### config.mk
export PLATFORM = sky130hd
export DESIGN_NAME = lwch_axis_div
export DESIGN_NICKNAME = d
export VERILOG_FILES = /design/src/lwch_pkg.sv /design/src/lwch_axis_div.sv
export SDC_FILE = /design/constraint.sdc
export NUM_CORES = 1
export LEC_CHECK = 0
export BUFFER_PORTS_ARGS = -buffer_cell sky130_fd_sc_hd__clkbuf_2
export CAP_MARGIN = 20
export CORE_MARGIN = 1
export CORE_UTILIZATION = 25
export CTS_CLUSTER_DIAMETER = 80
export DETAILED_ROUTE_END_ITERATION = 8
export HOLD_SLACK_MARGIN = 0.15
export PLACE_DENSITY = 0.44
export SLEW_MARGIN = 20
export SYNTH_ARGS = -nofsm -noshare
export SYNTH_HDL_FRONTEND = slang
export SYNTH_SLANG_ARGS = --single-unit
export TNS_END_PERCENT = 10
### constraint.sdc
create_clock -name clk -period 5.9 [get_ports clk]
set_input_delay 0.295 -clock clk [delete_from_list [all_inputs] [get_ports clk]]
set_output_delay 0.295 -clock clk [all_outputs]
set_load 0.02 [all_outputs]
### src/lwch_pkg.sv
`timescale 1ns / 1ps
// ----------------------------------------------------------------------------
// lwch_pkg: shared types and constants of the lattice walk histogram unit
// Field widths of the item channels and the request and response records
// of the axis cell divider.
// ----------------------------------------------------------------------------
package lwch_pkg;

  localparam int ACTION_W  = 2;
  localparam int POS_W     = 10;
  localparam int CELL_W    = 10;
  localparam int OUT_CNT_W = 16;
  localparam int LAT_W     = 11;  // lattice size register
  localparam int GRID_W    = 6;   // grid size register
  localparam int COORD_W   = 11;  // coordinate after a unit step
  localparam int AXC_W     = 5;   // coarse cell index on one axis
  localparam int NUM_W     = 16;  // scaled coordinate fed to the divider

  typedef enum logic [ACTION_W-1:0] {
    ACT_MOVE  = 2'd0,
    ACT_PLACE = 2'd1,
    ACT_READ  = 2'd2
  } action_t;

  typedef struct packed {
    logic                      start;
    logic signed [COORD_W-1:0] coord;
  } div_req_t;

  typedef struct packed {
    logic             done;
    logic [AXC_W-1:0] axis_bin;
  } div_rsp_t;

endpackage

### src/lwch_axis_div.sv
`timescale 1ns / 1ps
// ----------------------------------------------------------------------------
// lwch_axis_div: coarse cell of one coordinate
// Computes min(floor((p + L/2) * G / L), G - 1) with the low end clamped to
// zero, by a compare-and-subtract divider that yields one quotient bit a cycle.
// ----------------------------------------------------------------------------
module lwch_axis_div import lwch_pkg::*; (
  input  logic              clk,
  input  logic              rst_n,
  input  logic [LAT_W-1:0]  l_eff,
  input  logic [LAT_W-2:0]  h_half,
  input  logic [GRID_W-1:0] g_eff,
  input  div_req_t          req,
  output div_rsp_t          rsp
);

  typedef enum logic {D_IDLE, D_STEP} dstate_t;

  dstate_t          state_r, state_nxt;
  logic             done_r, done_nxt;
  logic [AXC_W-1:0] bin_r, bin_nxt;
  logic [NUM_W-1:0] num_r, num_nxt;
  logic [NUM_W-1:0] dsh_r, dsh_nxt;
  logic [AXC_W-1:0] q_r, q_nxt;
  logic [2:0]       step_r, step_nxt;

  logic signed [COORD_W:0]    t_s;
  logic [LAT_W-1:0]           t_u;
  logic [LAT_W+GRID_W-1:0]    prod;
  logic                       ge;
  logic [AXC_W-1:0]           q_sh;
  logic [GRID_W-1:0]          g_last;

  assign t_s    = {req.coord[COORD_W-1], req.coord} + $signed({2'b00, h_half});
  assign t_u    = t_s[COORD_W] ? '0 : t_s[COORD_W-1:0];
  assign prod   = {{GRID_W{1'b0}}, t_u} * {{LAT_W{1'b0}}, g_eff};
  assign ge     = (num_r >= dsh_r);
  assign q_sh   = {q_r[AXC_W-2:0], ge};
  assign g_last = g_eff - 6'd1;

  always_comb begin
    state_nxt = state_r;
    done_nxt  = 1'b0;
    bin_nxt   = bin_r;
    num_nxt   = num_r;
    dsh_nxt   = dsh_r;
    q_nxt     = q_r;
    step_nxt  = step_r;
    unique case (state_r)
      D_IDLE: begin
        if (req.start) begin
          if (t_u >= l_eff) begin
            // At or beyond the upper edge: the cell clamps to the last one.
            bin_nxt  = g_last[AXC_W-1:0];
            done_nxt = 1'b1;
          end else begin
            // t < L keeps the quotient below G, so five bits suffice.
            num_nxt   = prod[NUM_W-1:0];
            dsh_nxt   = {1'b0, l_eff, 4'b0000};
            q_nxt     = '0;
            step_nxt  = 3'(AXC_W - 1);
            state_nxt = D_STEP;
          end
        end
      end
      D_STEP: begin
        if (ge) begin
          num_nxt = num_r - dsh_r;
        end
        dsh_nxt  = dsh_r >> 1;
        q_nxt    = q_sh;
        step_nxt = step_r - 3'd1;
        if (step_r == 3'd0) begin
          bin_nxt   = q_sh;
          done_nxt  = 1'b1;
          state_nxt = D_IDLE;
        end
      end
      default: state_nxt = D_IDLE;
    endcase
  end

  always_ff @(posedge clk) begin
    if (!rst_n) begin
      state_r <= D_IDLE;
      done_r  <= 1'b0;
    end else begin
      state_r <= state_nxt;
      done_r  <= done_nxt;
    end
    bin_r  <= bin_nxt;
    num_r  <= num_nxt;
    dsh_r  <= dsh_nxt;
    q_r    <= q_nxt;
    step_r <= step_nxt;
  end

  assign rsp = {done_r, bin_r};

endmodule

==> flow_metrics.tcl, run 1 <==
set metrics [dict create \
    place_area_um2 5930 \
    timing.final.crit_share 0.927 \
    yosysWarningCount 0 \
    dieArea_um2 22000 \
    cp.arrival_ns 5.48 \
    synth_area_per_cell_um2 9.19 \
    cts_tree "done" \
    end_kind "flop" \
    drt_iter0_markers 150 \
    critPathKind "in -> reg" \
    grt_pass1_wl_mm 21.6 \
    initial_utilization 0.255 \
    cts.clk_slew.worst_paths_ns 0.06 \
    cts-htree-levels 2 \
    diodes 0 \
    drtAntennaViolNets 0 \
    drive_above_1_share 0.121 \
    ys_seq_elements 45 \
    p_per_area_nw_per_um2 419 \
    finalSetupViolCount 0 \
    rows 53 \
    clk_path_buf_depth 2 \
    drc 0 \
    cp_max_fo 8 \
    whs_endpoint "done_r" \
    synth_area_um2 5340 \
    final_common_cell "inv_1" \
    grt_pass1_vias 4273 \
    io_pins 47 \
    syn2layout_area_growth_pct 14.3 \
    cts_buffers 5 \
    synth-async-reset-ratio 0 \
    stdcell_area_um2 6110 \
    yosysSeqAreaShare 0.249 \
    fin_tns_setup_ns 0 \
    hp-start "rst_n" \
    die_h_um 148 \
    holdCritPathClass "in -> reg" \
    nets 771 \
    hold_buffers 0 \
    hold_depth 2 \
    rr_endpoint "num_r[14]" \
    slew_headroom 0.398 \
    port_buffers 46 \
    clock-skew-final_ns 0.00579 \
    ff2ff_path_depth 11 \
    place.gp.congestion 0.760 \
    grt_setup_unrepaired "no" \
    p_leak_uw 0.00283 \
    fp.dieW_um 148 \
    fmax_ghz 0.183 \
    postSynthCellCount 581 \
    grt_max_degree 47 \
    layout_common_cells "86 x inv_1, 63 x ha_1, 46 x clkbuf_2, 44 x and2_1, 43 x edfxtp_1" \
    cts-resized-gates 0 \
    synth_cell_types 55 \
    cts-root-buf "clkbuf_16" \
    hold_viol 0 \
    synthFlopType "edfxtp_1" \
    synth_nets 723 \
    firstDrtPassIters 4 \
    maxCapViolCount 0 \
    gr-total-overflow 0 \
    r2r_start "dsh_r[2]" \
    vdd_ir_drop_max_mv 0.168 \
    reg2reg_slack_ns 2.82 \
    viasPerCell 4.47 \
    vias 4042 \
    critPathLaunchType "primary input" \
    grtUsageTotal 0.124 \
    fillerInstances 2265 \
    core_area_um2 21000 \
    min_period_ns 5.47 \
    wirelength_mm 13.1 \
    dpl.hpwl_mm 10.8 \
    synth_edf_count 43 \
    clk-insertion-delay-late_ns 0.29 \
    status "completed" \
    tightestPinTransition_ns 0.903 \
    antenna_found_initial 0 \
    cts_sinks 45 \
    drt-wirelength-per-cell_um 14.4 \
    slew_viol_final 0 \
    crit_required_ns 5.91 \
    post-cts-setup-buffer-count 0 \
]
-- worst max-delay path, stage by stage --
cell,delay (ns)
clkbuf_2,0.08
ha_1,0.36
nand2_1,0.12
or2_2,0.33
o21a_1,0.29
nor2_1,0.42
and2_1,0.23
fa_1,0.43
fa_1,0.55
inv_1,0.06
fa_1,0.53
inv_1,0.04
ha_1,0.23
or2_2,0.34
nor3_1,0.12
o21ai_0,0.13
and3_1,0.24
a41o_1,0.26
xnor2_1,0.19
xnor2_1,0.14
mux2i_1,0.09
-- how the worst max path moves through the flow --
stage / startpoint / end / slack, ns / cells past startpoint
finish: h_half[8] / num_r[15] / 0.43 / 21
global route: h_half[1] / num_r[15] / 0.08 / 23
CTS: h_half[1] / num_r[15] / 0.47 / 23
detailed placement: h_half[8] / num_r[15] / 0.17 / 21
global placement: h_half[1] / num_r[15] / 0.28 / 23
floorplan: h_half[7] / num_r[15] / 0.49 / 21
-- layout make-up --
cell class	count	area, µm²	share of cell area
multi-input combinational	433	3630	0.594
sequential	45	1330	0.218
tap	275	344	0.0564
inverter	88	330	0.0541
timing repair buffer	56	305	0.0500
clock buffer	6	129	0.0211
clock inverter	2	38.8	0.00635
-- layer usage --
metal	routed length, µm	GRT usage
met4	125	0.0278
met1	6590	0.164
met2	6140	0.218
met3	219	0.0123
met5	0	0
-- stage by stage --
stage	power, µW	hold slack [ns]	std cells	util	worst slack (ns)
4_1_cts	2570	0.208	905	0.291	0.471
2_1_floorplan	1840	0.417	581	-	0.486
6_report	2560	0.213	905	0.291	0.430
3_3_place_gp	2220	0.512	897	0.283	0.280
3_5_place_dp	2230	0.515	897	0.283	0.171
5_1_grt	2820	0.212	905	0.291	0.0759
-- report_power, final --
part / internal [µW] / total (µW) / switching, µW
sequential: 513 / 552 / 39.2
combinational: 706 / 1690 / 982
clock: 201 / 323 / 122
total: 1420 / 2560 / 1140
-- synth_stat cells, types with 10 or more instances --
cell type / n / area [µm²]
a21o_1: 10 / 75.1
a21oi_1: 30 / 150
and2_1: 44 / 275
clkbuf_1: 10 / 37.5
edfxtp_1: 43 / 1290
fa_1: 38 / 761
ha_1: 63 / 788
inv_1: 86 / 323
nand2_1: 35 / 131
nand2b_1: 11 / 68.8
nor2_1: 31 / 116
nor3_1: 19 / 95.1
o21a_1: 10 / 75.1
o21ai_0: 35 / 175
xnor2_1: 16 / 140
xor2_1: 19 / 166
-- registers in the layout (all words and copies together) (netlist names) --
| name | count |
|---|---|
| num_r | 16 |
| dsh_r | 15 |
| bin_r | 5 |
| q_r | 4 |
| step_r | 3 |
| done_r | 1 |
| state_r | 1 |
-- kinds of logic after synthesis --
logic type	after synthesis	share of synthesized area
AO/OA/AOI/OAI	120	0.149
XOR/XNOR	35	0.0574
adder cells (fa/ha/maj)	101	0.290
buffers and inverters	103	0.0731
flip-flops	45	0.249
multiplexers	9	0.0178
AND/OR/NAND/NOR	168	0.164
No activity file was read; power rests on OpenSTA's default activity.
==> inputs of run 2 (changes only) <==
Clock period 5.9 ns to 5.8 ns, I/O delays scaled along.
==> flow_metrics.tcl, run 2 (synthesis results as in run 1) <==
set metrics [dict create \
    top_regs "num_r x16, dsh_r x15, bin_r x5" \
    finalNonFillerCells 908 \
    drt_iter0_markers 169 \
    drtAntennaViolNets 0 \
    numPlacedInstances 900 \
    crit_required_ns 5.81 \
    grt_pass1_vias 4327 \
    cts-resized-gates 0 \
    hold_viol 0 \
    final_common_cell "inv_1" \
    fin_util 0.291 \
    cts_tree "done" \
    syn2layout_area_growth_pct 14.3 \
    grtUsageTotal 0.126 \
    post-cts-setup-buffer-count 0 \
    end_kind "flop" \
    tightestPinTransition_ns 0.865 \
    drt-wirelength-per-cell_um 14.4 \
    port_buffers 46 \
    hold_slack_ns 0.208 \
    antenna_found_initial 0 \
    diodes 0 \
    slowest_delay_ns 0.52 \
    rows 53 \
    min_period_ns 5.41 \
    die_h_um 148 \
    slew_viol_final 0 \
    initial_utilization 0.255 \
    cts-htree-levels 2 \
    dpl.hpwl_mm 10.9 \
    busiest_layer "met2" \
    maxCapViolCount 0 \
    cts_buffers 5 \
    viasPerCell 4.50 \
    wirelength_mm 13.1 \
    hold_buffers 0 \
    grt_max_degree 47 \
    clock-skew-final_ns 0.00900 \
    finalSetupViolCount 0 \
    critPathLaunchType "primary input" \
    clk-insertion-delay-late_ns 0.29 \
    largest_register "num_r" \
    vdd_ir_drop_max_mv 0.151 \
    holdCritPathClass "in -> reg" \
    critPathKind "in -> reg" \
    cp_num_buf_inv 4 \
    met1_usage 0.174 \
    drive_above_1_share 0.126 \
    cpLargestDelayFamily "adder cells" \
    cts.clk_slew.worst_paths_ns 0.07 \
    cp_max_fo 5 \
    use_met3 0.0101 \
    grt_use_met2 0.210 \
    p_leak_uw 0.00284 \
    nets 774 \
    grt_setup_unrepaired "no" \
    slew_headroom 0.423 \
    clk_path_buf_depth 2 \
    largest_reg_flops 16 \
    cp.arrival_ns 5.42 \
    layout_common_cells "86 x inv_1, 63 x ha_1, 46 x clkbuf_2, 44 x and2_1, 43 x edfxtp_1" \
    fin_tns_setup_ns 0 \
    fmax_ghz 0.185 \
    vias 4086 \
    gr-total-overflow 0 \
    status "completed" \
    io_pins 47 \
    cts-root-buf "clkbuf_16" \
    worst_path_most_repeated_cell "fa_1" \
    p_per_area_nw_per_um2 419 \
    core_area_um2 21000 \
    dieArea_um2 22000 \
    timing.final.crit_share 0.933 \
    drc 0 \
    cts_sinks 45 \
    firstDrtPassIters 4 \
    fp.dieW_um 148 \
    power_uw 2560 \
    place.gp.congestion 0.807 \
    grt_pass1_wl_mm 21.9 \
    critPathSlowestCell "fa_1" \
]
[run 2: cell types whose count changed in the layout (fill, tap and decap cells not counted)]
| cell | change |
|---|---|
| clkinv_4 | -1 |
| inv_6 | +1 |
| bufinv_16 | -1 |
| clkinv_2 | +1 |
| clkinvlp_4 | +1 |
| clkbuf_1 | -1 |
| buf_4 | +3 |
[run 2: cell type report]
cell class	instances	area [µm²]
clock inverter	3	21.3
inverter	88	330
sequential	45	1330
tap	275	344
fill	2263	14800
multi-input combinational	433	3630
clock buffer	5	125
timing repair buffer	59	328
[run 2: worst paths after layout]
path / from / to / slack, ns / cells after the start
hold reg to reg: step_r[0] / step_r[0] / 0.55 / 1
setup / recovery: h_half[0] / num_r[15] / 0.39 / 25
hold / removal: rst_n / done_r / 0.21 / 2
setup reg to reg: num_r[2] / num_r[9] / 2.69 / 10
[run 2: metrics by stage]
| step | instance area, µm² | setup WS, ns |
|---|---|---|
| finish | 6110 | 0.389 |
| global route | 6110 | 0.0408 |
| CTS | 6100 | 0.366 |
| detailed placement | 5950 | 0.0516 |
| global placement | 5950 | 0.173 |
| floorplan | 5340 | 0.391 |
[run 2: per-layer routing]
| layer | vias to the layer above | part of all wire |
|---|---|---|
| met5 | - | 0 |
| met4 | 0 | 0.0095 |
| met3 | 7 | 0.018 |
| met2 | 57 | 0.46 |
| met1 | 1945 | 0.51 |
| li1 | 2077 | - |
[run 2: report_power, final]
group	leakage [µW]	switching, µW	internal [µW]
clock	0.0000702	129	161
combinational	0.00232	988	721
sequential	0.000443	38.7	521
[run 2: worst reg2reg max path: stages, from the launching register on]
cell and delay (ns):
edfxtp_1 0.38, ha_1 0.38, nor2b_1 0.17, o21a_1 0.20, o21ai_2 0.19, a21oi_2 0.11, a2111oi_4 0.37, o31ai_2 0.18
a2111oi_4 0.52, a21boi_1 0.12, buf_4 0.23
